**src/design/pvm_pkg.sv**
```systemverilog
`default_nettype none

package pvm_pkg;

   localparam int VOICES       = 8;
   localparam int PHASE_BITS   = 24;
   localparam int SINE_ENTRIES = 256;

   localparam int SINE_BITS   = $clog2(SINE_ENTRIES);
   localparam int QUARTER     = (SINE_ENTRIES / 4 > 0) ? SINE_ENTRIES / 4 : 1;
   localparam int SINE_W      = 16;
   localparam int SINE_FRAC   = 15;

   localparam int MODE_W      = 2;
   localparam int FREQ_W      = 16;
   localparam int SEL_W       = 3;
   localparam int SAMPLE_W    = 8;
   localparam int VOL_W       = 7;
   localparam int SPH_W       = 18;
   localparam int STEP_SHIFT  = 8;
   localparam int STEP_PROD_W = FREQ_W + SPH_W;

   localparam int VIDX_W      = (VOICES > 1) ? $clog2(VOICES) : 1;
   localparam int COUNT_W     = $clog2(VOICES + 1);
   localparam int PROD_W      = VOL_W + 1 + SINE_W;
   localparam int CNT_MAX     = (VOICES > VOL_W) ? VOICES : VOL_W;
   localparam int CNT_W       = $clog2(CNT_MAX);
   localparam int DRAIN       = 2;

   localparam int CSR_INDEX_W = 1;
   localparam int CSR_DATA_W  = SPH_W;

   localparam logic [CSR_INDEX_W-1:0] CSR_VOLUME      = 1'd0;
   localparam logic [CSR_INDEX_W-1:0] CSR_STEP_PER_HZ = 1'd1;

   localparam logic [VOL_W-1:0] VOLUME_RESET      = 7'd64;
   localparam logic [SPH_W-1:0] STEP_PER_HZ_RESET = 18'd194783;

   localparam logic [SAMPLE_W-1:0] SAMPLE_MID = 8'd128;

   localparam logic [MODE_W-1:0] MODE_TICK    = 2'd0;
   localparam logic [MODE_W-1:0] MODE_START   = 2'd1;
   localparam logic [MODE_W-1:0] MODE_RETRIG  = 2'd2;
   localparam logic [MODE_W-1:0] MODE_STOP    = 2'd3;

   localparam logic [63:0] HALF_PI_Q30 = 64'd1686629713;
   localparam logic [63:0] ONE_Q30     = 64'd1 << 30;

   typedef logic signed [SINE_W-1:0] sine_tab_type [SINE_ENTRIES];

   typedef struct packed {
      logic              accept;
      logic              div_step;
      logic              issue;
      logic [VIDX_W-1:0] idx;
      logic              load_out;
   } pvm_cmd_type;

   // 32767*sin(pi/2 * m / QUARTER), taylor series in q30
   function automatic logic [SINE_W-1:0] quarter_sine(input logic [63:0] m);
      logic [63:0] x;
      logic [63:0] x2;
      logic [63:0] t;
      logic [63:0] s;
      x  = (HALF_PI_Q30 * m) / QUARTER;
      x2 = (x * x) >> 30;
      t  = ONE_Q30 - x2 / 64'd110;
      t  = ONE_Q30 - ((x2 * t) >> 30) / 64'd72;
      t  = ONE_Q30 - ((x2 * t) >> 30) / 64'd42;
      t  = ONE_Q30 - ((x2 * t) >> 30) / 64'd20;
      t  = ONE_Q30 - ((x2 * t) >> 30) / 64'd6;
      s  = (x * t) >> 30;
      s  = (s * 64'd32767 + (ONE_Q30 >> 1)) >> 30;
      if (s > 64'd32767) begin
         s = 64'd32767;
      end
      return s[SINE_W-1:0];
   endfunction

   function automatic sine_tab_type build_sine_tab();
      sine_tab_type tab;
      int           quad;
      int           r;
      logic [SINE_W-1:0] v;
      for (int k = 0; k < SINE_ENTRIES; k++) begin
         quad = (k / QUARTER) % 4;
         r    = k % QUARTER;
         if (quad == 0 || quad == 2) begin
            v = quarter_sine(64'(r));
         end else begin
            v = quarter_sine(64'(QUARTER - r));
         end
         tab[k] = (quad >= 2) ? -$signed(v) : $signed(v);
      end
      return tab;
   endfunction

   localparam sine_tab_type SINE_TAB = build_sine_tab();

endpackage

`default_nettype wire

```
**src/design/pvm_req_if.sv**
```systemverilog
`default_nettype none

interface pvm_req_if;
   import pvm_pkg::*;

   logic              valid;
   logic              ready;
   logic [MODE_W-1:0] mode;
   logic [FREQ_W-1:0] freq_hz;
   logic [SEL_W-1:0]  voice_sel;

   modport source (output valid, output mode, output freq_hz, output voice_sel,
                   input ready);
   modport sink   (input valid, input mode, input freq_hz, input voice_sel,
                   output ready);
endinterface

`default_nettype wire

```
**src/design/pvm_rsp_if.sv**
```systemverilog
`default_nettype none

interface pvm_rsp_if;
   import pvm_pkg::*;

   logic                valid;
   logic                ready;
   logic [SAMPLE_W-1:0] sample;
   logic [SEL_W-1:0]    voice_out;
   logic                accepted;

   modport source (output valid, output sample, output voice_out, output accepted,
                   input ready);
   modport sink   (input valid, input sample, input voice_out, input accepted,
                   output ready);
endinterface

`default_nettype wire

```
**src/design/polyphonic_sine_voice_mixer.sv**
```systemverilog
// tick: 7 divide steps for the per-voice amplitude, one cycle per voice through the
// shared multiplier, then a drain, then the result is loaded into the output register
// start, retrigger, stop: skip the divide, mix and drain; the result is loaded directly
// one word in flight; a new word is taken once the result is in the output register
// synchronous active-high reset clears all voices and restores volume and step per hertz
`default_nettype none

module polyphonic_sine_voice_mixer (
   input  wire logic                            clock,
   input  wire logic                            reset,
   pvm_req_if.sink                              req_chan,
   pvm_rsp_if.source                            rsp_chan,
   input  wire logic                            csr_we,
   input  wire logic [pvm_pkg::CSR_INDEX_W-1:0] csr_index,
   input  wire logic [pvm_pkg::CSR_DATA_W-1:0]  csr_data
);
   import pvm_pkg::*;

   pvm_cmd_type cmd;
   logic        req_ready;
   logic        rsp_valid;

   assign req_chan.ready = req_ready;
   assign rsp_chan.valid = rsp_valid;

   pvm_ctrl u_ctrl (
      .clock     (clock),
      .reset     (reset),
      .req_valid (req_chan.valid),
      .req_mode  (req_chan.mode),
      .req_ready (req_ready),
      .rsp_valid (rsp_valid),
      .rsp_ready (rsp_chan.ready),
      .cmd       (cmd)
   );

   pvm_datapath u_datapath (
      .clock         (clock),
      .reset         (reset),
      .cmd           (cmd),
      .req_mode      (req_chan.mode),
      .req_freq_hz   (req_chan.freq_hz),
      .req_voice_sel (req_chan.voice_sel),
      .csr_we        (csr_we),
      .csr_index     (csr_index),
      .csr_data      (csr_data),
      .rsp_sample    (rsp_chan.sample),
      .rsp_voice_out (rsp_chan.voice_out),
      .rsp_accepted  (rsp_chan.accepted)
   );

endmodule

`default_nettype wire

```
**src/design/pvm_ctrl.sv**
```systemverilog
`default_nettype none

module pvm_ctrl (
   input  wire logic                      clock,
   input  wire logic                      reset,
   input  wire logic                      req_valid,
   input  wire logic [pvm_pkg::MODE_W-1:0] req_mode,
   output logic                           req_ready,
   output logic                           rsp_valid,
   input  wire logic                      rsp_ready,
   output pvm_pkg::pvm_cmd_type           cmd
);
   import pvm_pkg::*;

   typedef enum logic [2:0] {
      S_IDLE,
      S_DIV,
      S_MIX,
      S_DRAIN,
      S_SEND
   } state_type;

   state_type        state_ff;
   logic [CNT_W-1:0] cnt_ff;
   logic             rsp_valid_ff;
   logic             accept;
   logic             out_free;

   assign req_ready = (state_ff == S_IDLE);
   assign accept    = req_valid && req_ready;
   assign out_free  = !rsp_valid_ff || rsp_ready;
   assign rsp_valid = rsp_valid_ff;

   always_comb begin
      cmd          = '0;
      cmd.accept   = accept;
      cmd.div_step = (state_ff == S_DIV);
      cmd.issue    = (state_ff == S_MIX);
      cmd.idx      = cnt_ff[VIDX_W-1:0];
      cmd.load_out = (state_ff == S_SEND) && out_free;
   end

   always_ff @(posedge clock) begin
      if (reset) begin
         state_ff     <= S_IDLE;
         cnt_ff       <= '0;
         rsp_valid_ff <= 1'b0;
      end else begin
         case (state_ff)
            S_IDLE: begin
               cnt_ff <= '0;
               if (accept) begin
                  state_ff <= (req_mode == MODE_TICK) ? S_DIV : S_SEND;
               end
            end
            S_DIV: begin
               if (cnt_ff == CNT_W'(VOL_W - 1)) begin
                  cnt_ff   <= '0;
                  state_ff <= S_MIX;
               end else begin
                  cnt_ff <= cnt_ff + CNT_W'(1);
               end
            end
            S_MIX: begin
               if (cnt_ff == CNT_W'(VOICES - 1)) begin
                  cnt_ff   <= '0;
                  state_ff <= S_DRAIN;
               end else begin
                  cnt_ff <= cnt_ff + CNT_W'(1);
               end
            end
            S_DRAIN: begin
               if (cnt_ff == CNT_W'(DRAIN - 1)) begin
                  cnt_ff   <= '0;
                  state_ff <= S_SEND;
               end else begin
                  cnt_ff <= cnt_ff + CNT_W'(1);
               end
            end
            S_SEND: begin
               if (out_free) begin
                  state_ff <= S_IDLE;
               end
            end
            default: begin
               state_ff <= S_IDLE;
            end
         endcase

         if (cmd.load_out) begin
            rsp_valid_ff <= 1'b1;
         end else if (rsp_ready) begin
            rsp_valid_ff <= 1'b0;
         end
      end
   end

endmodule

`default_nettype wire

```
**src/design/pvm_datapath.sv**
```systemverilog
`default_nettype none

module pvm_datapath (
   input  wire logic                           clock,
   input  wire logic                           reset,
   input  wire pvm_pkg::pvm_cmd_type           cmd,
   input  wire logic [pvm_pkg::MODE_W-1:0]     req_mode,
   input  wire logic [pvm_pkg::FREQ_W-1:0]     req_freq_hz,
   input  wire logic [pvm_pkg::SEL_W-1:0]      req_voice_sel,
   input  wire logic                           csr_we,
   input  wire logic [pvm_pkg::CSR_INDEX_W-1:0] csr_index,
   input  wire logic [pvm_pkg::CSR_DATA_W-1:0] csr_data,
   output logic [pvm_pkg::SAMPLE_W-1:0]        rsp_sample,
   output logic [pvm_pkg::SEL_W-1:0]           rsp_voice_out,
   output logic                                rsp_accepted
);
   import pvm_pkg::*;

   logic [VOL_W-1:0]      volume_ff;
   logic [SPH_W-1:0]      sph_ff;

   logic [PHASE_BITS-1:0] phase_ff [VOICES];
   logic [PHASE_BITS-1:0] phase_in [VOICES];
   logic [PHASE_BITS-1:0] step_ff  [VOICES];
   logic [PHASE_BITS-1:0] step_in  [VOICES];
   logic [VOICES-1:0]     busy_ff, busy_in;
   logic [COUNT_W-1:0]    count_ff, count_in;

   logic [MODE_W-1:0]     mode_ff;
   logic [SEL_W-1:0]      res_voice_ff, res_voice_in;
   logic                  res_acc_ff, res_acc_in;

   logic [VOL_W-1:0]      num_ff, num_in;
   logic [VOL_W-1:0]      quo_ff, quo_in;
   logic [COUNT_W-1:0]    rem_ff, rem_in;
   logic [COUNT_W:0]      div_trial;
   logic [VOL_W-1:0]      amp;

   logic signed [SINE_W-1:0] sine_ff;
   logic                     v1_ff;
   logic signed [PROD_W-1:0] prod_ff;
   logic                     v2_ff;
   logic signed [PROD_W-1:0] prod_biased;
   logic signed [PROD_W-1:0] term;
   logic [SAMPLE_W-1:0]      sum_ff, sum_in;

   logic [STEP_PROD_W-1:0]   step_prod;
   logic [VIDX_W-1:0]        sel_idx;
   logic                     sel_ok;
   logic                     found;

   logic [SAMPLE_W-1:0]      out_sample_ff;
   logic [SEL_W-1:0]         out_voice_ff;
   logic                     out_acc_ff;

   assign step_prod = req_freq_hz * sph_ff;
   assign sel_idx   = req_voice_sel[VIDX_W-1:0];
   assign sel_ok    = (32'(req_voice_sel) < VOICES) && busy_ff[sel_idx];

   // one quotient bit per step
   assign div_trial = {rem_ff, num_ff[VOL_W-1]};
   assign amp       = (count_ff == '0) ? '0 : quo_ff;

   // truncate toward zero
   assign prod_biased = prod_ff + (prod_ff[PROD_W-1] ?
                        PROD_W'((1 << SINE_FRAC) - 1) : PROD_W'(0));
   assign term        = prod_biased >>> SINE_FRAC;

   always_comb begin
      phase_in     = phase_ff;
      step_in      = step_ff;
      busy_in      = busy_ff;
      count_in     = count_ff;
      res_voice_in = res_voice_ff;
      res_acc_in   = res_acc_ff;
      num_in       = num_ff;
      quo_in       = quo_ff;
      rem_in       = rem_ff;
      sum_in       = sum_ff;
      found        = 1'b0;

      if (cmd.accept) begin
         res_voice_in = '0;
         res_acc_in   = 1'b0;
         case (req_mode)
            MODE_TICK: begin
               res_acc_in = 1'b1;
               num_in     = volume_ff;
               quo_in     = '0;
               rem_in     = '0;
               sum_in     = SAMPLE_MID;
            end
            MODE_START: begin
               for (int i = 0; i < VOICES; i++) begin
                  if (!found && !busy_ff[i]) begin
                     found        = 1'b1;
                     busy_in[i]   = 1'b1;
                     phase_in[i]  = '0;
                     step_in[i]   = PHASE_BITS'(step_prod >> STEP_SHIFT);
                     count_in     = count_ff + COUNT_W'(1);
                     res_voice_in = SEL_W'(i);
                     res_acc_in   = 1'b1;
                  end
               end
            end
            MODE_RETRIG: begin
               if (sel_ok) begin
                  phase_in[sel_idx] = '0;
                  res_acc_in        = 1'b1;
               end
            end
            MODE_STOP: begin
               if (sel_ok) begin
                  busy_in[sel_idx] = 1'b0;
                  if (count_ff != '0) begin
                     count_in = count_ff - COUNT_W'(1);
                  end
                  res_acc_in = 1'b1;
               end
            end
            default: begin
               res_acc_in = 1'b0;
            end
         endcase
      end

      if (cmd.div_step) begin
         num_in = num_ff << 1;
         if (div_trial >= {1'b0, count_ff}) begin
            rem_in = COUNT_W'(div_trial - {1'b0, count_ff});
            quo_in = {quo_ff[VOL_W-2:0], 1'b1};
         end else begin
            rem_in = div_trial[COUNT_W-1:0];
            quo_in = {quo_ff[VOL_W-2:0], 1'b0};
         end
      end

      if (cmd.issue && busy_ff[cmd.idx]) begin
         phase_in[cmd.idx] = phase_ff[cmd.idx] + step_ff[cmd.idx];
      end

      if (v2_ff) begin
         sum_in = sum_ff + term[SAMPLE_W-1:0];
      end
   end

   always_ff @(posedge clock) begin
      if (reset) begin
         volume_ff <= VOLUME_RESET;
         sph_ff    <= STEP_PER_HZ_RESET;
         for (int i = 0; i < VOICES; i++) begin
            phase_ff[i] <= '0;
            step_ff[i]  <= '0;
         end
         busy_ff  <= '0;
         count_ff <= '0;
         v1_ff    <= 1'b0;
         v2_ff    <= 1'b0;
      end else begin
         if (csr_we && csr_index == CSR_VOLUME) begin
            volume_ff <= csr_data[VOL_W-1:0];
         end
         if (csr_we && csr_index == CSR_STEP_PER_HZ) begin
            sph_ff <= csr_data[SPH_W-1:0];
         end
         phase_ff <= phase_in;
         step_ff  <= step_in;
         busy_ff  <= busy_in;
         count_ff <= count_in;
         v1_ff    <= cmd.issue && busy_ff[cmd.idx];
         v2_ff    <= v1_ff;
      end
   end

   always_ff @(posedge clock) begin
      if (cmd.accept) begin
         mode_ff <= req_mode;
      end
      res_voice_ff <= res_voice_in;
      res_acc_ff   <= res_acc_in;
      num_ff       <= num_in;
      quo_ff       <= quo_in;
      rem_ff       <= rem_in;
      sum_ff       <= sum_in;
      sine_ff      <= SINE_TAB[phase_ff[cmd.idx][PHASE_BITS-1 -: SINE_BITS]];
      prod_ff      <= $signed({1'b0, amp}) * sine_ff;
      if (cmd.load_out) begin
         out_sample_ff <= (mode_ff == MODE_TICK) ? sum_ff : '0;
         out_voice_ff  <= res_voice_ff;
         out_acc_ff    <= res_acc_ff;
      end
   end

   assign rsp_sample    = out_sample_ff;
   assign rsp_voice_out = out_voice_ff;
   assign rsp_accepted  = out_acc_ff;

endmodule

`default_nettype wire

```
**src/flat_wrapper.sv**
```systemverilog
// flat-port wrapper written by rule: the top's interface ports become plain ports
module polyphonic_sine_voice_mixer_flat import pvm_pkg::*;
  (clock, reset, csr_we, csr_index, csr_data, req_chan_valid, req_chan_mode, req_chan_freq_hz, req_chan_voice_sel, req_chan_ready, rsp_chan_valid, rsp_chan_sample, rsp_chan_voice_out, rsp_chan_accepted, rsp_chan_ready);
  pvm_req_if req_chan_i ();
  pvm_rsp_if rsp_chan_i ();
  input  wire logic clock;
  input  wire logic reset;
  input  wire logic csr_we;
  input  wire logic [pvm_pkg::CSR_INDEX_W-1:0] csr_index;
  input  wire logic [pvm_pkg::CSR_DATA_W-1:0] csr_data;
  input wire logic [$bits(req_chan_i.valid)-1:0] req_chan_valid;
  input wire logic [$bits(req_chan_i.mode)-1:0] req_chan_mode;
  input wire logic [$bits(req_chan_i.freq_hz)-1:0] req_chan_freq_hz;
  input wire logic [$bits(req_chan_i.voice_sel)-1:0] req_chan_voice_sel;
  output wire logic [$bits(req_chan_i.ready)-1:0] req_chan_ready;
  output wire logic [$bits(rsp_chan_i.valid)-1:0] rsp_chan_valid;
  output wire logic [$bits(rsp_chan_i.sample)-1:0] rsp_chan_sample;
  output wire logic [$bits(rsp_chan_i.voice_out)-1:0] rsp_chan_voice_out;
  output wire logic [$bits(rsp_chan_i.accepted)-1:0] rsp_chan_accepted;
  input wire logic [$bits(rsp_chan_i.ready)-1:0] rsp_chan_ready;
  assign req_chan_i.valid = req_chan_valid;
  assign req_chan_i.mode = req_chan_mode;
  assign req_chan_i.freq_hz = req_chan_freq_hz;
  assign req_chan_i.voice_sel = req_chan_voice_sel;
  assign req_chan_ready = req_chan_i.ready;
  assign rsp_chan_valid = rsp_chan_i.valid;
  assign rsp_chan_sample = rsp_chan_i.sample;
  assign rsp_chan_voice_out = rsp_chan_i.voice_out;
  assign rsp_chan_accepted = rsp_chan_i.accepted;
  assign rsp_chan_i.ready = rsp_chan_ready;
  polyphonic_sine_voice_mixer u_core (.clock(clock), .reset(reset), .req_chan(req_chan_i), .rsp_chan(rsp_chan_i), .csr_we(csr_we), .csr_index(csr_index), .csr_data(csr_data));
endmodule
```
**config.mk**
```make
export PLATFORM = sky130hd
export DESIGN_NAME = polyphonic_sine_voice_mixer_flat
export DESIGN_NICKNAME = d
export VERILOG_FILES = /design/src/design/pvm_pkg.sv /design/src/design/pvm_req_if.sv /design/src/design/pvm_rsp_if.sv /design/src/design/polyphonic_sine_voice_mixer.sv /design/src/design/pvm_ctrl.sv /design/src/design/pvm_datapath.sv /design/src/flat_wrapper.sv
export SDC_FILE = /design/constraint.sdc
export NUM_CORES = 2
export LEC_CHECK = 0
export ABC_AREA = 1
export BUFFER_PORTS_ARGS = -buffer_cell sky130_fd_sc_hd__buf_2
export CAP_MARGIN = 20
export CORE_MARGIN = 3
export CORE_UTILIZATION = 65
export CTS_CLUSTER_DIAMETER = 30
export DETAILED_ROUTE_END_ITERATION = 12
export MAX_ROUTING_LAYER = met4
export PLACE_DENSITY = 0.82
export SLEW_MARGIN = 20
export SYNTH_ARGS = -nofsm -noshare
export SYNTH_HDL_FRONTEND = slang
export SYNTH_SLANG_ARGS = --single-unit
export TNS_END_PERCENT = 20
```
**constraint.sdc**
```tcl
create_clock -name clock -period 7.45 [get_ports clock]
set_clock_uncertainty 0.2 [all_clocks]
set_input_delay 0.3725 -clock clock [delete_from_list [all_inputs] [get_ports clock]]
set_output_delay 0.3725 -clock clock [all_outputs]
set_load 0.01 [all_outputs]
```
# Word-level counts from Yosys, hierarchy flattened
# Memory sizes are Yosys's and may differ from the RTL's. A register that Yosys moved wholly into a read port is not among the register bits.
# Cells that the tools add are included.
# op_classes
addsub,7
multipliers,2
n_lt_le_gt_ge,8
n_eq_ne,25
mux,115
n_bitwise,9
reduce_logical,65
# op_table
cell,n
2-to-1 mux 192 bit,3
one-hot mux 192 bit (2 select lines),1
2-to-1 mux 24 bit,14
AND 192 bit,1
bitwise mux 192 bit,1
inverter 192 bit,1
binary-select mux 24 bit (select 3 bit),2
demux 24 bit (select 3 bit),2
2-to-1 mux 4 bit,14
2-to-1 mux 7 bit,7
2-to-1 mux 3 bit,15
2-to-1 mux 1 bit,43
multiplier 16 x 18 -> 32 bit,1
2-to-1 mux 8 bit,4
AND reduction 4 bit,7
AND reduction 3 bit,9
adder 24 bit,1
multiplier 8 x 16 -> 24 bit,1
!= test 2 bit (second input constant),12
adder 23 x 16 -> 23 bit,1
one-hot mux 8 bit (2 select lines),1
logical AND 1 bit,15
zero test 1 bit,15
2-to-1 mux 15 bit,1
other kinds (37),59
# totals
register_bits,498
rom_bits,4096
inputBits,45
out_inout_bits,14
wordCells,276
mem_count,1
# memory_table
memory,words,width,rd,rd_clocked_by_memory_dff,wr,line_no,rtl
(name not given),256,16,1,1,0,pvm_datapath.sv:185,sine_ff <= SINE_TAB[phase_ff[cmd.idx][PHASE_BITS-1 -: SINE_BITS]];

# Depth between registers and ports, before layout
# logic_depth
word_depth,40
ltp_mapped,29
mapped_depth_nobuf,27

# Hierarchy
# From an unflattened synthesis, not the netlist that was laid out.
# unflattened
hier_cells,6048
area_unflattened_um2,42294.3
# modules_own_cells
module,n_inst,cells_each,area_each_um2,seq_area_each_um2
pvm_datapath,1,5965,41782.6,10580.1
pvm_ctrl,1,83,511.7,140.1

# Least setup slack after synthesis
# Ideal clock, no wire load.
# synth_path
path_kind,input to register
from,input req_chan_freq_hz[1]
to,register u_core.u_datapath.step_ff[105] (netlist bit)
setup_ns,0.109
t_arrival_ns,5.572
required_ns,7.141
slack_ns,1.569
stages,23
n_path_buf,2
path_cell_list,clkbuf_1 -> clkbuf_1 -> nand2_1 -> fa_1 -> fa_1 -> fa_1 -> inv_1 -> fa_1 -> fa_1 -> inv_1 -> fa_1 -> inv_1 -> ha_1 -> nand2_1 -> nor2_1 -> inv_1 -> o21ai_0 -> a21oi_1 -> or2_2 -> nand3_1 -> nand3_1 -> nand2_1 -> inv_1
# synth_via
elab_chain_cells,1
# synth_lines
element,line_no,rtl
start: declaration,flat_wrapper.sv:13,input wire logic [$bits(req_chan_i.freq_hz)-1:0] req_chan_freq_hz;
multiplier 16 x 18 -> 32 bit,pvm_datapath.sv:56,assign step_prod = req_freq_hz * sph_ff;
end signal: assignment,pvm_datapath.sv:167,step_ff <= step_in;
end: declaration,pvm_datapath.sv:24,logic [PHASE_BITS-1:0] step_ff [VOICES];
# Every way passes these cells.
# A chain may end at the register's enable or synchronous reset.

# Final worst setup path
# layout_path
from,register u_core.u_datapath.sph_ff[7]
to,register u_core.u_datapath.step_ff[18] (netlist bit)
# layout_via
elab_chain_cells,1
# layout_lines
element,line_no,rtl
start: declaration,pvm_datapath.sv:20,logic [SPH_W-1:0] sph_ff;
start signal: assignment,pvm_datapath.sv:164,sph_ff <= csr_data[SPH_W-1:0];
multiplier 16 x 18 -> 32 bit,pvm_datapath.sv:56,
# Every way passes these cells.

==> metrics.md <==
| Metric | Value |
|---|---|
| Peak Freq | `between 0.1 and 0.15 GHz` |
| Post-DP HPWL | `100400 µm` |
| Largest net degree at the start of global routing | `about 120` |
| Synth Register Bits | `514` |
| Sw Share | `58.01%` |
| Post-CTS Setup Inserts | `0` |
| Hold_ws | `0.03388 ns` |
| Arrival time worst endpoint | `7.13 ns` |
| DRT iter0 DRCs | `approximately 6400` |
| Static leakage | `between 20 and 25 nW` |
| Reg clk slew, reported paths | `around 0.050 ns` |
| Max VDD drop | `roughly 1.1 mV` |
| CTS tree | `done` |
| Reg power frac | `between 10% and 20%` |
| Total power | `roughly 25 mW` |
| Critical path fanouts, max | `17` |
| Status | `finished clean` |
| Chip Width | `between 200 and 300 µm` |
| Initial antenna violation count | `10` |
| Fin nets | `approximately 6500` |
| Post-route ant nets | `0` |
| Core area | `63540 µm²` |
| Worst slew margin | `about a quarter` |
| Sequential share of the synthesized area | `25.47%` |
| Fin Setup TNS | `0 ns` |
| Placed insts | `approximately 6700` |
| Netlist cell types | `62` |
| Measured slew at the worst slew-check pin | `around 1.1 ns` |
| Die ar. | `67840 µm²` |
| Gr ovfl total | `0` |
| Worst skew pair latency | `between 0.6 and 0.7 ns` |
| Total CTS buffers | `between 90 and 100` |
| Root buffer selected by CTS | `clkbuf_16` |
| Sw Pwr | `roughly 14 mW` |
| Total Wirelength | `between 150000 and 200000 µm` |
| Pwr dens | `534.3 nW/µm²` |
| RSZ-0062 raised after global routing | `false` |
| Routed wire per std cell | `between 20 and 25 µm` |
| Minimum clock period | `~6.7 ns` |
| DRT Pass-1 Iters | `8` |
| First-pass GRT wire length | `roughly 240000 µm` |
| Die Ht | `about 260 µm` |
| FP Rows | `92` |
| Layout cells sized above 1 | `between 6 and 7%` |
| Clock power share | `a little under a fifth` |
| Total GRT Usage | `between 40% and 50%` |
| Final Hold Viols | `0` |
| GR Layer Usage met3 | `between 10% and 20%` |
| Maximum clock insertion buffer count | `3` |
| Syn Area/Cell | `roughly 7 µm²` |
| Area growth, synth to finish | `10.06%` |
| Number of remaining DRC errors | `0` |
| Hold WC Path Type | `input port to flop` |
| Post-Layout Cell Count | `just under 7000` |
| Final setup viols | `0` |
| H-tree levels | `3` |
| Int Power | `approximately 10 mW` |
| Gr busiest metal | `met2` |
| EDFF count, synth | `43` |
| Num ports | `between 50 and 60` |
| Startpoint types | `flop` |
| Comb pwr share | `slightly below 70%` |
| Clock Sinks | `514` |
| M1 GR Usage | `a little under three fifths` |
| Cell area after synthesis | `42090 µm²` |
| Critical Path RT | `about 7.9 ns` |
| YS warnings | `0` |
| Vias | `between 40000 and 50000` |
| Initial Util | `between 60% and 70%` |
| PortBufs | `just under 60` |
| Fin. max-slew vios | `0` |
| Routing usage on met2 | `approximately two thirds` |
| Number of global-route vias before repair | `about 42000` |
| Fin crit share | `roughly 90%` |
| Mapped Cells | `6033` |
| Top_reg_cell synth | `dfxtp_1` |
| Ys async rst share | `0%` |
| Net Count, Synth | `~6600` |
| Maximum capacitance violations | `0` |
| Via/cell ratio | `around 6.3` |
| Worst setup EP type | `flop` |
| WS Path Type | `flop to flop` |
| GP Congestion | `roughly 1.1` |
per-layer routing:
metal  vias to the layer above  share of wire, %  routed length (µm)
met5                         -                 0                   0
li1                      19108                 -                   -
met1                     20295                36               55500
met2                      3283                43               66190
met3                       817                14               20840
met4                         0               6.4                9674
flip-flops by register name, indices dropped and copies added, names as in the netlist, 4 cells and up:
register                      count
u_core.u_datapath.volume_ff       7
u_core.u_datapath.rsp_sample      8
u_core.u_datapath.sine_ff        16
u_core.u_datapath.phase_ff      192
u_core.u_datapath.quo_ff          7
u_core.u_datapath.sph_ff         18
u_core.u_datapath.step_ff       192
u_core.u_datapath.sum_ff          8
u_core.u_datapath.rem_ff          4
u_core.u_datapath.num_ff          7
u_core.u_datapath.count_ff        4
u_core.u_datapath.prod_ff        24
u_core.u_datapath.busy_ff         8
final timing paths:
| path | start | to | slack [ns] | cells after the start |
|---|---|---|---|---|
| worst min-delay path | req_chan_voice_sel[0] | u_core.u_datapath.busy_ff[5]$_SDFFE_PP0P_ | 0.03 | 4 |
| worst max register to register | u_core.u_datapath.sph_ff[7]$_SDFFE_PP1P_ | u_core.u_datapath.step_ff[18]$_SDFFE_PP0P_ | 0.71 | 22 |
| worst max-delay path | u_core.u_datapath.sph_ff[7]$_SDFFE_PP1P_ | u_core.u_datapath.step_ff[18]$_SDFFE_PP0P_ | 0.71 | 22 |
| worst min register to register | u_core.u_datapath.res_voice_ff[2]$_SDFFCE_PN0P_ | u_core.u_datapath.rsp_voice_out[2]$_DFFE_PP_ | 0.20 | 0 |
cell families after synthesis:
logic type                 Yosys count  synth area share (%)
xor gates and xnor gates            61                 1.287
adders and majority gates          527                 21.19
and+or+nand+nor                   2564                 25.64
DFF                                514                 25.47
buffers and inverters             1338                 12.48
AOI/OAI and AO/OA                 1029                 13.93
area by class of cell:
cell class	count	area [µm²]
Tap cell	846	1059
Antenna cell	12	30.03
Inverter	1039	3911
Fill cell	4986	17220
Sequential cell	514	10720
Timing Repair Buffer	129	905.9
Multi-Input combinational cell	4181	26150
Clock buffer	118	2638
Clock inverter	65	910.9
critical path, cell delays in order (launching register included):
cell	delay, ns
dfxtp_1	0.88
nand2_1	0.20
fa_1	0.58
inv_1	0.06
fa_1	0.51
inv_1	0.06
fa_1	0.56
inv_1	0.06
fa_1	0.39
fa_1	0.52
inv_1	0.05
fa_1	0.47
inv_1	0.04
ha_1	0.34
a21oi_1	0.23
o21ai_0	0.23
a21oi_1	0.17
nor2_1	0.08
a211oi_1	0.37
nand3_1	0.37
nand3_1	0.22
nand2_1	0.07
inv_1	0.05
through the flow:
| stage | setup WS (ns) | utilization (%) | cell area [µm²] |
|---|---|---|---|
| floorplan | 1.569 | - | 42090 |
| global placement | 0.9370 | 66.89 | 42500 |
| detailed placement | 0.9033 | 66.89 | 42500 |
| CTS | 0.8767 | 72.85 | 46290 |
| global route | 0.5426 | 72.89 | 46320 |
| finish | 0.7138 | 72.91 | 46330 |
cell usage after synthesis, drive strengths merged, types with 10 or more instances:
cell type	instances	area share, %
nand2	1362	12
inv	1035	9.2
nor2	565	5.4
nand3	525	6.4
a21oi	473	5.6
dfxtp	471	22
fa	310	15
o21ai	293	3.5
ha	217	6.5
clkbuf	168	1.5
buf	131	1.7
o211ai	63	1.1
nand4	54	0.80
edfxtp	43	3.1
nor3	43	0.54
a221oi	39	0.84
xor2	38	0.81
o22ai	36	0.54
a22oi	35	0.62
xnor2	23	0.48
a22o	16	0.33
a31oi	15	0.22
o2111ai	12	0.25
o21bai	11	0.20
a21o	10	0.18
repair_timing:
item	4_1_cts	5_1_grt
endpoints found under the hold margin	75	0
resized for setup	0	0
hold buffers	24	0
power by group through the flow:
| stage | clock network, mW | logic (mW) | registers (mW) |
|---|---|---|---|
| after floorplan | 0 | 11.0 | 3.15 |
| after global placement | 0 | 16.1 | 3.20 |
| after detailed placement | 0 | 16.1 | 3.21 |
| after CTS | 4.71 | 16.3 | 3.16 |
| after global routing | 4.84 | 18.3 | 3.19 |
| final | 4.71 | 16.9 | 3.17 |
layout by cell type (no fill, tap or decap), drive strengths merged, types with 36 or more instances in the layout:
cell type / instances
nand2: 1362
inv: 1046
nor2: 565
nand3: 525
a21oi: 473
dfxtp: 471
fa: 310
o21ai: 293
ha: 217
clkbuf: 118
buf: 105
o211ai: 63
nand4: 54
edfxtp: 43
nor3: 43
a221oi: 39
xor2: 38
o22ai: 36
(Power assumes the default switching activity.)
